==> config.mk <==
export PLATFORM = sky130hd
export DESIGN_NAME = one_point_order_crossover_core_flat
export DESIGN_NICKNAME = d
export VERILOG_FILES = /design/src/sv/oxc_pkg.sv /design/src/sv/oxc_if.sv /design/src/sv/one_point_order_crossover_core.sv /design/src/flat_wrapper.sv
export SDC_FILE = /design/constraint.sdc
export NUM_CORES = 1
export LEC_CHECK = 0
export ABC_AREA = 0
export ABC_CLOCK_PERIOD_IN_PS = 6170
export BUFFER_PORTS_ARGS = -buffer_cell sky130_fd_sc_hd__buf_2
export CORE_UTILIZATION = 50
export DETAILED_ROUTE_END_ITERATION = 10
export GPL_ROUTABILITY_DRIVEN = 0
export GPL_TIMING_DRIVEN = 1
export PLACE_DENSITY_LB_ADDON = 0.3
export SLEW_MARGIN = 30
export SYNTH_ARGS = -nofsm -noshare
export SYNTH_HDL_FRONTEND = slang
export SYNTH_SLANG_ARGS = --single-unit
==> constraint.sdc <==
create_clock -name clk -period 6.17 [get_ports clk]
set_input_delay 0.9255 -clock clk [delete_from_list [all_inputs] [get_ports clk]]
set_output_delay 0.9255 -clock clk [all_outputs]
set_load 0.005 [all_outputs]
==> src/sv/oxc_pkg.sv <==
// Shared types and codes for the one-point order crossover block.
// No dependencies; compiled first.
package oxc_pkg;

  localparam int STORE_DEPTH = 32;
  localparam int ADDR_W      = 5;
  localparam int GENE_W      = 5;
  localparam int CNT_W       = 6;

  typedef logic [GENE_W-1:0] gene_t;
  typedef logic [ADDR_W-1:0] addr_t;
  typedef logic [1:0]        func_t;

  localparam func_t FUNC_LOAD_FIRST  = 2'd0;
  localparam func_t FUNC_LOAD_SECOND = 2'd1;
  localparam func_t FUNC_RUN         = 2'd2;

endpackage

==> src/sv/oxc_if.sv <==
// Valid/ready channels of the crossover block: request channel and result channel.
// Depends on oxc_pkg.
interface oxc_in_if;
  import oxc_pkg::*;
  logic  valid;
  logic  ready;
  func_t func;
  addr_t position;
  gene_t gene;
  addr_t cut_point;

  modport source (output valid, func, position, gene, cut_point, input ready);
  modport sink   (input valid, func, position, gene, cut_point, output ready);
endinterface

interface oxc_out_if;
  import oxc_pkg::*;
  logic  valid;
  logic  ready;
  gene_t child_gene;
  addr_t child_position;
  logic  last;

  modport source (output valid, child_gene, child_position, last, input ready);
  modport sink   (input valid, child_gene, child_position, last, output ready);
endinterface

==> src/sv/one_point_order_crossover_core.sv <==
// One-point order crossover of two tours.
// Requests arrive on "items": func 0 loads a first parent gene, func 1 a second
// parent gene (gene at position), func 2 runs the crossover with cut_point.
// func 3 is taken and ignored. Each load returns nothing.
// A run emits LEN = min(NUM_CITIES, 32) results on "results", positions 0 up
// to LEN-1, last set on the final one.
// A run first marks the kept prefix (first parent genes at positions 1 up
// to cut-1), then places second parent genes into the child memory, then
// emits the child genes; each gene takes a read step and then a use step,
// as each memory has a single registered read port. New requests are taken
// only while no run is in progress; the last result may still wait in the
// output register.
// When the receiver stalls, the emit step holds its position and the output
// register keeps its result until taken.
// Reset (rst, synchronous) returns the sequencer to idle and drops any
// pending result. The parent memories are not cleared: every gene a run
// reads must have been loaded first.
// Depends on oxc_pkg and oxc_if.
module one_point_order_crossover_core #(
  parameter int NUM_CITIES = 32
) (
  input logic clk,
  input logic rst,
  oxc_in_if.sink    items,
  oxc_out_if.source results
);
  import oxc_pkg::*;

  localparam int LEN_I = (NUM_CITIES > STORE_DEPTH) ? STORE_DEPTH : NUM_CITIES;
  localparam logic [CNT_W-1:0] LEN      = CNT_W'(LEN_I);
  localparam logic [CNT_W-1:0] LEN_LAST = CNT_W'(LEN_I - 1);

  localparam logic [2:0] S_IDLE     = 3'd0;
  localparam logic [2:0] S_PRE_RD   = 3'd1;
  localparam logic [2:0] S_PRE_USE  = 3'd2;
  localparam logic [2:0] S_FILL_RD  = 3'd3;
  localparam logic [2:0] S_FILL_USE = 3'd4;
  localparam logic [2:0] S_EMIT_RD  = 3'd5;
  localparam logic [2:0] S_EMIT_USE = 3'd6;

  logic [2:0]             state;
  logic [CNT_W-1:0]       idx;
  logic [CNT_W-1:0]       cut;
  logic [CNT_W-1:0]       dest;
  logic [STORE_DEPTH-1:0] member;

  gene_t first_mem  [STORE_DEPTH];
  gene_t second_mem [STORE_DEPTH];
  gene_t child_mem  [STORE_DEPTH];
  gene_t first_q;
  gene_t second_q;
  gene_t child_q;

  logic             accept;
  logic             out_free;
  logic             emit_load;
  logic [CNT_W-1:0] cut_req;
  gene_t            emit_gene;

  assign items.ready = (state == S_IDLE);
  assign accept      = items.valid && items.ready;
  assign out_free    = !results.valid || results.ready;
  assign emit_load   = (state == S_EMIT_USE) && out_free;

  // zero cut acts as 1; a cut past the tour keeps the whole first parent
  always_comb begin
    cut_req = {1'b0, items.cut_point};
    if (cut_req == '0) begin
      cut_req = CNT_W'(1);
    end
    if (cut_req > LEN) begin
      cut_req = LEN;
    end
  end

  always_comb begin
    if (idx == '0) begin
      emit_gene = '0;
    end else if (idx >= cut && idx < dest) begin
      emit_gene = child_q;
    end else begin
      emit_gene = first_q;
    end
  end

  // parent and child memories, one registered read port each
  always_ff @(posedge clk) begin
    if (accept && items.func == FUNC_LOAD_FIRST) begin
      first_mem[items.position] <= items.gene;
    end
    if (accept && items.func == FUNC_LOAD_SECOND) begin
      second_mem[items.position] <= items.gene;
    end
    if (state == S_FILL_USE && !member[second_q] && dest < LEN) begin
      child_mem[dest[ADDR_W-1:0]] <= second_q;
    end
    first_q  <= first_mem[idx[ADDR_W-1:0]];
    second_q <= second_mem[idx[ADDR_W-1:0]];
    child_q  <= child_mem[idx[ADDR_W-1:0]];
  end

  always_ff @(posedge clk) begin
    if (rst) begin
      state  <= S_IDLE;
      idx    <= '0;
      cut    <= '0;
      dest   <= '0;
      member <= '0;
    end else begin
      unique case (state)
        S_IDLE: begin
          if (accept && items.func == FUNC_RUN) begin
            cut    <= cut_req;
            dest   <= cut_req;
            member <= '0;
            idx    <= CNT_W'(1);
            state  <= (cut_req == CNT_W'(1)) ? S_FILL_RD : S_PRE_RD;
          end
        end
        S_PRE_RD: begin
          state <= S_PRE_USE;
        end
        S_PRE_USE: begin
          member[first_q] <= 1'b1;
          if (idx + CNT_W'(1) == cut) begin
            idx   <= CNT_W'(1);
            state <= S_FILL_RD;
          end else begin
            idx   <= idx + CNT_W'(1);
            state <= S_PRE_RD;
          end
        end
        S_FILL_RD: begin
          state <= S_FILL_USE;
        end
        S_FILL_USE: begin
          if (!member[second_q]) begin
            dest <= dest + CNT_W'(1);
          end
          if (idx == LEN_LAST) begin
            idx   <= '0;
            state <= S_EMIT_RD;
          end else begin
            idx   <= idx + CNT_W'(1);
            state <= S_FILL_RD;
          end
        end
        S_EMIT_RD: begin
          state <= S_EMIT_USE;
        end
        S_EMIT_USE: begin
          if (out_free) begin
            if (idx == LEN_LAST) begin
              idx   <= '0;
              state <= S_IDLE;
            end else begin
              idx   <= idx + CNT_W'(1);
              state <= S_EMIT_RD;
            end
          end
        end
        default: begin
          state <= S_IDLE;
        end
      endcase
    end
  end

  // output register
  always_ff @(posedge clk) begin
    if (rst) begin
      results.valid <= 1'b0;
    end else if (emit_load) begin
      results.valid <= 1'b1;
    end else if (results.ready) begin
      results.valid <= 1'b0;
    end
  end

  always_ff @(posedge clk) begin
    if (emit_load) begin
      results.child_gene     <= emit_gene;
      results.child_position <= idx[ADDR_W-1:0];
      results.last           <= (idx == LEN_LAST);
    end
  end

endmodule

==> src/flat_wrapper.sv <==
// flat-port wrapper written by rule: the top's interface ports become plain ports
module one_point_order_crossover_core_flat import oxc_pkg::*;
#(
  parameter int NUM_CITIES = 32
)
  (clk, rst, items_valid, items_func, items_position, items_gene, items_cut_point, items_ready, results_valid, results_child_gene, results_child_position, results_last, results_ready);
  oxc_in_if items_i ();
  oxc_out_if results_i ();
  input logic clk;
  input logic rst;
  input wire logic [$bits(items_i.valid)-1:0] items_valid;
  input wire logic [$bits(items_i.func)-1:0] items_func;
  input wire logic [$bits(items_i.position)-1:0] items_position;
  input wire logic [$bits(items_i.gene)-1:0] items_gene;
  input wire logic [$bits(items_i.cut_point)-1:0] items_cut_point;
  output wire logic [$bits(items_i.ready)-1:0] items_ready;
  output wire logic [$bits(results_i.valid)-1:0] results_valid;
  output wire logic [$bits(results_i.child_gene)-1:0] results_child_gene;
  output wire logic [$bits(results_i.child_position)-1:0] results_child_position;
  output wire logic [$bits(results_i.last)-1:0] results_last;
  input wire logic [$bits(results_i.ready)-1:0] results_ready;
  assign items_i.valid = items_valid;
  assign items_i.func = items_func;
  assign items_i.position = items_position;
  assign items_i.gene = items_gene;
  assign items_i.cut_point = items_cut_point;
  assign items_ready = items_i.ready;
  assign results_valid = results_i.valid;
  assign results_child_gene = results_i.child_gene;
  assign results_child_position = results_i.child_position;
  assign results_last = results_i.last;
  assign results_i.ready = results_ready;
  one_point_order_crossover_core #(.NUM_CITIES(NUM_CITIES)) u_core (.clk(clk), .rst(rst), .items(items_i), .results(results_i));
endmodule
# After elaboration in Yosys (flattened, before gate mapping)
# Memories as Yosys holds them, arrays and structs flattened. A register that Yosys moved wholly into a read port is not among the register bits.
# Cells that the tools add are included.
[classes]
n_addsub = 2
n_mul = 0
n_div = 0
n_lt_le_gt_ge = 7
n_eq_ne = 14
n_shift = 0
muxes = 32
bitwise_logic = 1
reduce_logical = 25
[op_table]
columns = ["cell", "n"]
rows = [
  ["one-hot mux 32 bit (2 select lines)", 1],
  ["2-to-1 mux 6 bit", 7],
  ["2-to-1 mux 32 bit", 1],
  ["OR 32 bit", 1],
  ["one-hot mux 6 bit (4 select lines)", 1],
  ["one-hot mux 3 bit (7 select lines)", 1],
  ["adder 6 x 1 -> 6 bit, second input constant", 2],
  ["less-than comparator 5 x 6 -> 1 bit, second input constant", 2],
  ["2-to-1 mux 3 bit", 4],
  ["one-hot mux 6 bit (2 select lines)", 1],
  ["2-to-1 mux 1 bit", 10],
  ["2-to-1 mux 5 bit", 2],
  ["equality test 3 bit, second input constant", 3],
  ["logical AND 1 bit", 9],
  ["equality test 3 x 2 -> 1 bit, second input constant", 2],
  ["equality test 6 x 1 -> 1 bit, second input constant", 1],
  ["equality test 6 x 5 -> 1 bit, second input constant", 1],
  ["equality test 6 bit", 1],
  [">= comparator 6 bit", 1],
  ["> comparator 5 x 6 -> 1 bit, second input constant", 1],
  ["zero test 6 bit", 1],
  ["less-than comparator 6 bit", 1],
  ["less-than comparator 6 bit, second input constant", 1],
  ["AND reduction 2 bit", 3],
  ["other kinds (17)", 23],
]
[word_totals]
register_bits = 65
latchBits = 0
ramBits = 480
rom_bits = 0
input_bits = 21
out_inout_bits = 13
wordCells = 93
memories = 3
[mem_list]
columns = ["name", "words", "width", "rd", "rd_ports_with_merged_regs", "wr", "line_no", "source"]
rows = [
  ["u_core.child_mem", 32, 5, 1, 1, 1, "one_point_order_crossover_core.sv:49", "gene_t child_mem [STORE_DEPTH];"],
  ["u_core.first_mem", 32, 5, 1, 1, 1, "one_point_order_crossover_core.sv:47", "gene_t first_mem [STORE_DEPTH];"],
  ["u_core.second_mem", 32, 5, 1, 1, 1, "one_point_order_crossover_core.sv:48", "gene_t second_mem [STORE_DEPTH];"],
]

# Longest topological paths before layout
# Gate-level depths: netlist (run 1).
[logic_depth]
depth_word = 8
depth_mapped = 12

# Worst setup path before layout (run 1)
# No wires, ideal clock.
[synth_path]
path_type = "register to register"
startpoint = "register u_core.second_q[0], read port of u_core.second_mem"
endpoint = "memory u_core.child_mem[12][0] in the netlist's numbering, enable pin"
t_arrival_ns = 2.567
required_ns = 5.831
slack_ns = 3.264
stages_incl_launch_ff = 9
n_path_buf = 1
period_less_slack_ns = 2.906
path_cell_list = "dfxtp_1 > buf_4 > mux4_2 > mux2_2 > nand2_1 > a32oi_2 > nor2_2 > nand2_1 > nor2_1"
[synth_between]
elab_chain_cells = 7
[synth_lines]
columns = ["item", "line_no", "source"]
rows = [
  ["start, declared", "one_point_order_crossover_core.sv:51", "gene_t second_q;"],
  ["binary-select mux 1 bit (select 5 bit)", "one_point_order_crossover_core.sv:94", "if (state == S_FILL_USE && !member[second_q] && dest < LEN) begin"],
  ["2-to-1 mux 1 bit (not written as such)", "one_point_order_crossover_core.sv:94", ""],
  ["zero test 1 bit", "n/a", ""],
  ["logical AND 1 bit (2 in series)", "one_point_order_crossover_core.sv:94", ""],
  ["2-to-1 mux 1 bit", "one_point_order_crossover_core.sv:94", ""],
  ["2-to-1 mux 1 bit (not written as such)", "one_point_order_crossover_core.sv:95", "child_mem[dest[ADDR_W-1:0]] <= second_q;"],
  ["end, declared", "one_point_order_crossover_core.sv:49", ""],
]
# No other way between the ends. The select of a mux whose other input is x is not followed.

# Final worst setup path (run 1)
[layout_path]
startpoint = "register u_core.second_q[2], read port of u_core.second_mem"
endpoint = "memory u_core.child_mem[15][3] in the netlist's numbering, enable pin"
# The elaborated chain is that of the path after synthesis.

==> flow_summary.yaml, run 1 <==
synthesis:
  synth_warnings: 0
  ys_ff_latch: 559
  netlist.top_cell.by_area: "edfxtp_1"
  yosysSeqAreaShare_pct: 72.3
  synth_cell_types: 51
  synth_ff_type: "edfxtp_1"
  synth_area_sq_um: 22300
  async_flop_share_pct: 0
  syn_avg_cell_area_sq_um: 18.5
  synth_top_area_share_pct: 66.2
  synth_edf_count: 491
  synth_common_cells: "edfxtp_1 (491), mux4_2 (156), nor2_1 (151), dfxtp_1 (68), a21oi_1 (58)"
  syn_inst: 1207
  synth_area_leaders: "edfxtp_1 (66%), mux4_2 (16%), dfxtp_1 (6.1%), nor2_1 (2.5%), a21oi_1 (1.3%)"
  syn_nets: 1244
  yosysMostFrequentCell: "edfxtp_1"
global_routing:
  overflow: 0
  grt_pass1_wl_um: 68600
  grt_max_degree: 65
  grt_usage_pct: 20.8
  antenna_found_initial: 1
  grt_pass1_vias: 11200
cts:
  worstSkewPairLatency_ps: 620
  cts.htree.levels: 2
  cts.sinks: 559
  cts_buffer_depth: 3
  cts_hold_buf: 0
  cts_resized: 0
  cts-root-buf: "clkbuf_16"
  cts_setup_buffers: 0
  path_clk_slew_ps: 60
  cts_tree: "built"
  cts_made_buffers: 53
route:
  num_vias: 11000
  postRouteAntennaNets: 0
  routed_wl_um: 45400
  drt_iter0_markers: 959
  via_per_inst: 5.90
  drc: 0
  drt-pass1-iter-count: 5
  wl_per_cell_um: 24.3
worst_setup_path:
  cp_num_buf_inv: 1
  path_cells: "buf_4 -> mux4_2 -> mux2_2 -> nand2_1 -> a32oi_2 -> nor2_2 -> nand2_1 -> nor2_1"
  start_kind: "register"
  cpMaxStageDelayCell: "dfxtp_1"
  max_stage_delay_ps: 820
  crit_arrival_ps: 3720
  worstPathMaxFanout: 22
  critPathRequiredTime_ps: 6420
  critPathKind: "register to register"
  cp_top_family: "simple AND/OR/NAND/NOR gates"
  crit_top_cell: "nand2_1"
  cp-end-kind: "register"
power_and_ir_drop:
  seqPwrFrac_pct: 53.2
  power.leakage_nw: 7.59
  power_switching_share_pct: 21.1
  power_per_cell_area_nw_per_um2: 316
  pwr-share-comb_pct: 4.9
  ir_drop_mv: 0.275
  fin_total_pwr_mw: 7.82
  pwr-share-clk_pct: 41.9
  switchingPower_mw: 1.65
  p_int_mw: 6.17
sta:
  max_freq_ghz: 0.288
  rsz0062_at_grt: "false"
  finalHoldViolations: 0
  setup_violations: 0
  holdWs_ps: 470
  fin_skew_ps: 24.7
  maxSlewViolCount: 0
  tightestPinTransition_ps: 894
  relSlewSlack_pct: 40.3
  fin_crit_sh_pct: 56.3
  min_period_ps: 3470
  finalSetupTns_ps: 0
floorplanning:
  die-area_sq_um: 45400
  fp.dieH_um: 213
  coreArea_sq_um: 43600
  io_pins: 34
  rows: 76
  start_util_pct: 51.2
  dieWidth_um: 213
place:
  numPortBuffers: 33
  dpl_cell_area_sq_um: 23000
  dp_hpwl_um: 27800
final_layout:
  fillers: 3311
  syn_to_final_growth_pct: 11.1
  nets: 1279
  seqCellArea_sq_um: 16100
  final_cell_area_sq_um: 24700
  layout-drive-gt1-share_pct: 24.9
  multi_input_area_sq_um: 5820
hold_path:
  min_path_type: "register to register"
run_status:
  status: "complete, no violations"
job:
  maxCapViolCount: 0
==> stage by stage <==
step / util (%) / instances / setup WS [ps]
floorplan: - / 1207 / 3260
global placement: 52.7 / 1772 / 2680
detailed placement: 52.8 / 1772 / 2640
CTS: 56.8 / 1870 / 2660
global route: 56.8 / 1870 / 2520
finish: 56.8 / 1871 / 2700
==> path summary, 6_finish.rpt <==
| kind | endpoint | from | slack, ps | depth (start not counted) |
|---|---|---|---|---|
| worst max-delay path | u_core.child_mem[15][3]$_DFFE_PP_ | u_core.second_q[2]$_DFF_P_ | 2700 | 8 |
| worst min-delay path | u_core.member[17]$_SDFFE_PP0P_ | u_core.member[17]$_SDFFE_PP0P_ | 470 | 2 |
| worst max register to register | u_core.child_mem[15][3]$_DFFE_PP_ | u_core.second_q[2]$_DFF_P_ | 2700 | 8 |
| worst min register to register | u_core.member[17]$_SDFFE_PP0P_ | u_core.member[17]$_SDFFE_PP0P_ | 470 | 2 |
==> kinds of logic (layout without fill, tap and decap cells) <==
| logic type | count (synthesis) | in the layout | share of synthesized area (%) |
|---|---|---|---|
| xor+xnor | 11 | 11 | 0.432 |
| buf+inv | 78 | 156 | 1.61 |
| simple gates | 267 | 267 | 5.32 |
| other cells | 0 | 1 | 0 |
| mux | 180 | 180 | 16.9 |
| flops | 559 | 559 | 72.3 |
| fa+ha+maj | 16 | 16 | 0.899 |
| compound gates | 96 | 96 | 2.51 |
==> power groups by stage <==
stage	logic (mW)	clock network (mW)	registers [mW]
after CTS	0.386	3.33	4.16
after floorplan	0.277	0	4.23
after detailed placement	0.384	0	4.24
after global placement	0.378	0	4.24
after global routing	0.413	3.46	4.16
final	0.380	3.28	4.16
==> tightest hold or removal path, cell delays in order, from the launching register on <==
cell	delay, ps
dfxtp_1	330
a21oi_1	40
nor2_1	70
==> registers in the layout (all words and copies together), names as in the netlist <==
name and cells:
u_core.child_mem 160, u_core.child_q 5, u_core.cut 5, u_core.dest 6, u_core.first_mem 160, u_core.first_q 5, u_core.idx 6, u_core.member 32
u_core.results.child_gene 5, u_core.results.child_position 5, u_core.results.last 1, u_core.results.valid 1, u_core.second_mem 160, u_core.second_q 5, u_core.state 3
==> layout make-up <==
cell class / instances / area share, %
antenna: 1 / 0.0101
clock buffer: 56 / 5.40
clock inverter: 42 / 1.69
inverter: 13 / 0.197
multi-input combinational: 570 / 23.5
sequential: 559 / 65.1
tap: 585 / 2.96
timing repair buffer: 45 / 1.08
==> placed cells by master (no fill, tap or decap), types with 4 or more instances in the layout <==
cell type	n
edfxtp_1	491
mux4_2	156
nor2_1	151
dfxtp_1	62
a21oi_1	58
clkbuf_16	53
nand2_1	43
buf_2	28
nand3_1	19
mux2_2	17
buf_4	17
ha_1	16
clkinv_2	16
inv_1	13
o21ai_0	11
clkinv_1	9
nor3_1	8
nor2b_1	7
mux2i_1	7
xnor2_1	7
bufinv_16	7
nor3b_1	6
a31oi_1	6
nand2b_1	6
nand3b_1	5
a21o_1	4
and3_1	4
xor2_1	4
dfxtp_2	4
==> metal layers <==
layer | vias to the layer above | GRT usage (%) | part of all wire (%)
met5 | - | 0 | 0
li1 | 4886 | - | -
met4 | 0 | 7.02 | 2.5
met1 | 5728 | 28.0 | 42
met2 | 353 | 34.4 | 50
met3 | 81 | 3.85 | 6.2
(Power assumes the default switching activity.)
==> run 2, diff against run 1 <==
--- a/config.mk
+++ b/config.mk
@@ -6,7 +6,7 @@
 export NUM_CORES = 1
 export LEC_CHECK = 0
 export ABC_AREA = 0
-export ABC_CLOCK_PERIOD_IN_PS = 6170
+export ABC_CLOCK_PERIOD_IN_PS = 2900
 export BUFFER_PORTS_ARGS = -buffer_cell sky130_fd_sc_hd__buf_2
 export CORE_UTILIZATION = 50
 export DETAILED_ROUTE_END_ITERATION = 10
==> constraint.sdc (replaced) <==
create_clock -name clk -period 2.9 [get_ports clk]
set_input_delay 0.435 -clock clk [delete_from_list [all_inputs] [get_ports clk]]
set_output_delay 0.435 -clock clk [all_outputs]
set_load 0.005 [all_outputs]
==> run 2 against run 1 <==
Largest power group unchanged; die area did not move; design area grew 2.5%; global-route usage grew 0.45 points; critical path type unchanged.
==> flow_summary.yaml, run 2 (synthesized netlist as in run 1, its figures left out) <==
sta:
  max_freq_ghz: 0.362
  fin_crit_sh_pct: 95.4
  fin_ws_ps: 134
  finalSetupTns_ps: 0
  maxSlewViolCount: 0
  tightestPinTransition_ps: 671
  holdWs_ps: 134
  min_period_ps: 2770
  finalHoldViolations: 0
  rsz0062_at_grt: "true"
  fin_skew_ps: 30.1
  setup_violations: 0
  relSlewSlack_pct: 55.0
hold_path:
  holdPathStages: 3
  worstHoldStart: "items_cut_point[4]"
  min_path_type: "input port to register"
  hold_end: "u_core.cut[4]$_SDFFE_PP0P_"
power_and_ir_drop:
  power_per_cell_area_nw_per_um2: 657
  power.leakage_nw: 7.93
  fin_total_pwr_mw: 16.7
  ir_drop_mv: 0.484
route:
  wl_per_cell_um: 24.0
  num_vias: 11400
  drc: 0
  routed_wl_um: 46400
  drt_iter0_markers: 1134
  via_per_inst: 5.88
  postRouteAntennaNets: 0
  drt-pass1-iter-count: 5
worst_setup_path:
  worstPathMaxFanout: 8
  critPathRequiredTime_ps: 3150
  critPathKind: "register to register"
  crit_top_cell: "nand2_1"
  crit_arrival_ps: 3020
  reg2reg_to: "u_core.child_mem[26][1]$_DFFE_PP_"
  crit-reg2reg-launch: "u_core.second_q[0]$_DFF_P_"
  r2r_slack_ps: 130
  start_kind: "register"
  path_cells: "mux4_2 -> mux2_2 -> nand2_1 -> a32oi_2 -> nor2_2 -> nand2_1 -> buf_4 -> nor2_1"
  cp-end-kind: "register"
  max_stage_delay_ps: 530
  rr_worst_depth: 8
  cpMaxStageDelayCell: "mux4_2"
global_routing:
  grt_max_degree: 46
  overflow: 0
  grt_pass1_wl_um: 70500
  grt_usage_pct: 21.3
  grt_pass1_vias: 11500
  antenna_found_initial: 2
cts:
  cts.sinks: 559
  cts_buffer_depth: 3
  cts.htree.levels: 2
  cts_hold_buf: 0
  cts_tree: "built"
  cts_made_buffers: 55
  cts-root-buf: "clkbuf_16"
  worstSkewPairLatency_ps: 600
  path_clk_slew_ps: 60
final_layout:
  mostFrequentLayoutCells: "edfxtp_1 (491), mux4_2 (156), nor2_1 (124), dfxtp_1 (63), buf_4 (62)"
  final_common_cell: "edfxtp_1"
  nets: 1341
  final_cells: 1935
  fillers: 3266
  n_antenna_cell: 0
  syn_to_final_growth_pct: 13.9
  multi_input_area_sq_um: 5890
  layout-drive-gt1-share_pct: 29.5
  finish.utilization_pct: 58.3
  seqCellArea_sq_um: 16100
  final_cell_area_sq_um: 25400
floorplanning:
  fp.dieH_um: 213
  start_util_pct: 51.2
  die-area_sq_um: 45400
  coreArea_sq_um: 43600
  io_pins: 34
  rows: 76
  dieWidth_um: 213
place:
  dp_hpwl_um: 30000
  numPortBuffers: 33
  pre_cts_slack_ps: -56.5
  dpl_cell_area_sq_um: 23500
  dpl.cell_count: 1832
job:
  maxCapViolCount: 0
run_status:
  status: "complete, no violations"
run 2: final cells by class:
class	instances	area share (%)
clock inverters	33	1.26
repair buffers	105	3.24
multi-input cells	570	23.2
flip-flops and latches	559	63.5
well taps	585	2.88
clock buffers	70	5.72
inverters	13	0.192
run 2: metal layers:
| layer | vias to the layer above | global-route usage [%] | wire length [um] |
|---|---|---|---|
| met5 | - | 0 | 28 |
| met4 | 4 | 6.62 | 1200 |
| met3 | 86 | 3.60 | 2750 |
| met2 | 418 | 34.5 | 22700 |
| met1 | 5854 | 29.6 | 19700 |
| li1 | 5011 | - | - |
run 2: power by group:
part / switching [mW] / leakage (nW) / total (mW) / internal, mW
Combinational: 0.490 / 2.08 / 0.889 / 0.398
Clock: 2.95 / 0.869 / 6.95 / 4.00
Sequential: 0.0521 / 4.98 / 8.84 / 8.79
Total: 3.49 / 7.93 / 16.7 / 13.2
run 2: timing repair:
item | 4_1_cts | 5_1_grt
endpoints found under the setup margin | 80 | 160
setup buffers | 0 | 0
gates resized for setup | 4 | 26
run 2: worst max-delay path: cells and delay by family (launching register included):
family                 cells  cell delay [ps]
buffers and inverters      1              210
AO/OA/AOI/OAI              1              160
AND/OR/NAND/NOR            4              770
flip-flops                 1              480
multiplexers               2              800
run 2: worst max-delay path by stage:
| stage | slack [ps] | depth (start not counted) | start | end |
|---|---|---|---|---|
| CTS | -80 | 8 | u_core.second_q[0]$_DFF_P_ | u_core.child_mem[16][1]$_DFFE_PP_ |
| finish | 130 | 8 | u_core.second_q[0]$_DFF_P_ | u_core.child_mem[26][1]$_DFFE_PP_ |
| detailed placement | -60 | 8 | u_core.second_q[0]$_DFF_P_ | u_core.child_mem[8][1]$_DFFE_PP_ |
| global placement | 5 | 8 | u_core.second_q[0]$_DFF_P_ | u_core.child_mem[16][2]$_DFFE_PP_ |
| global route | -10 | 8 | u_core.second_q[0]$_DFF_P_ | u_core.child_mem[10][2]$_DFFE_PP_ |
| floorplan | 170 | 8 | u_core.second_q[2]$_DFF_P_ | u_core.child_mem[12][0]$_DFFE_PP_ |
==> run 3, diff against run 2 <==
--- a/config.mk
+++ b/config.mk
@@ -13,6 +13,7 @@
 export GPL_ROUTABILITY_DRIVEN = 0
 export GPL_TIMING_DRIVEN = 1
 export PLACE_DENSITY_LB_ADDON = 0.3
+export RECOVER_POWER = 25
 export SLEW_MARGIN = 30
 export SYNTH_ARGS = -nofsm -noshare
 export SYNTH_HDL_FRONTEND = slang
==> run 3 against run 2 <==
The flow now finishes with violations (max-capacitance violations, max-slew violations); non-clock buffer count unchanged; clock power about the same; sequential share of layout area up 0.11 points; via count down 0.49%; total power about the same; final cell count unchanged; critical path depth unchanged; critical path type unchanged.
==> flow_summary.yaml, run 3 (synthesized netlist as in run 1, its figures left out) <==
place:
  numPortBuffers: 33
  dp_hpwl_um: 30000
  dpl_cell_area_sq_um: 23500
  dpl.cell_count: 1832
  pre_cts_slack_ps: -56.5
route:
  drt-pass1-iter-count: 5
  met3_length_um: 2640
  via_per_inst: 5.85
  drc: 0
  num_vias: 11300
  wl_met1_um: 20000
  postRouteAntennaNets: 0
  drt_iter0_markers: 1156
  dr.max_layer_used: "met5"
  wl_per_cell_um: 24.0
  routed_wl_um: 46500
  dr_wl_met2_um: 22700
floorplanning:
  dieWidth_um: 213
  rows: 76
  start_util_pct: 51.2
  fp.dieH_um: 213
  die-area_sq_um: 45400
  io_pins: 34
  coreArea_sq_um: 43600
sta:
  setup_violations: 0
  tightestPinTransition_ps: 1720
  maxSlewViolCount: 79
  fin_ws_ps: 130
  max_freq_ghz: 0.361
  fin_crit_sh_pct: 95.5
  min_period_ps: 2770
  relSlewSlack_pct: -14.4
  rsz0062_at_grt: "true"
  fin_skew_ps: 33.3
  finalHoldViolations: 0
final_layout:
  final_cells: 1935
  fillers: 3277
  layout-drive-gt1-share_pct: 28.7
  syn_to_final_growth_pct: 13.7
  mostFrequentLayoutCells: "edfxtp_1 (491), mux4_2 (156), nor2_1 (124), dfxtp_1 (63), a21oi_1 (58)"
  finish.utilization_pct: 58.2
  final_common_cell: "edfxtp_1"
  n_antenna_cell: 0
  multi_input_area_sq_um: 5890
  final_cell_area_sq_um: 25300
  nets: 1341
  seqCellArea_sq_um: 16100
global_routing:
  grt_usage_pct: 21.3
  overflow: 0
  grt_pass1_vias: 11500
  antenna_found_initial: 2
  grt_max_degree: 46
  grt_pass1_wl_um: 70500
cts:
  cts.htree.levels: 2
  cts_tree: "built"
  cts_resized: 4
  worstSkewPairLatency_ps: 610
  cts_buffer_depth: 3
  cts_setup_buffers: 0
  cts_hold_buf: 0
  cts.sinks: 559
  cts_made_buffers: 55
  cts-root-buf: "clkbuf_16"
  path_clk_slew_ps: 60
worst_setup_path:
  start_kind: "register"
  crit_arrival_ps: 3020
  worstPathMaxFanout: 8
  critPathRequiredTime_ps: 3150
  cp-end-kind: "register"
  critPathKind: "register to register"
run_status:
  violations: "max-capacitance violations, max-slew violations"
  status: "finished with violations"
power_and_ir_drop:
  power_per_cell_area_nw_per_um2: 658
  power.leakage_nw: 7.89
  ir_drop_mv: 0.482
job:
  maxCapViolCount: 2
hold_path:
  min_path_type: "input port to register"
==> run 3: through the flow <==
step / power (mW) / setup TNS (ps) / hold WS, ps
3_3_place_gp: 9.90 / 0 / 442
3_5_place_dp: 9.91 / -1380 / 453
2_1_floorplan: 9.59 / 0 / 431
4_1_cts: 16.8 / -3310 / 95.3
6_report: 16.7 / 0 / 134
5_1_grt: 17.2 / -156 / 132
==> run 3: worst paths after layout <==
check                                                     from                                 to  slack, ps  cells after the start
worst max-delay path                u_core.second_q[0]$_DFF_P_  u_core.child_mem[26][1]$_DFFE_PP_        130                      8
worst min-delay path                        items_cut_point[4]         u_core.cut[4]$_SDFFE_PP0P_        130                      3
worst max register to register      u_core.second_q[0]$_DFF_P_  u_core.child_mem[26][1]$_DFFE_PP_        130                      8
worst min register to register  u_core.member[30]$_SDFFE_PP0P_     u_core.member[30]$_SDFFE_PP0P_        460                      2
==> run 3: per-layer routing <==
layer,global-route usage (%),vias up
met5,0,-
met1,29.6,5835
li1,-,5015
met2,34.5,385
met3,3.60,78
met4,6.62,4
==> run 3: cell type report <==
class,instances,area share [%]
clock inverter,33,1.26
timing repair buffer,105,3.07
multi-input combinational,570,23.2
inverter,13,0.193
sequential,559,63.6
clock buffer,70,5.73
tap,585,2.89
==> run 3: where the power goes <==
part | internal [mW] | switching, mW | total, mW
clock | 4.00 | 2.95 | 6.95
combinational | 0.391 | 0.489 | 0.881
sequential | 8.79 | 0.0521 | 8.84
==> run 3: critical path, stage by stage, from the launching register on <==
cell	delay, ps
dfxtp_2	480
mux4_2	530
mux2_2	270
nand2_1	80
a32oi_2	160
nor2_2	240
nand2_1	90
buf_4	210
nor2_1	340
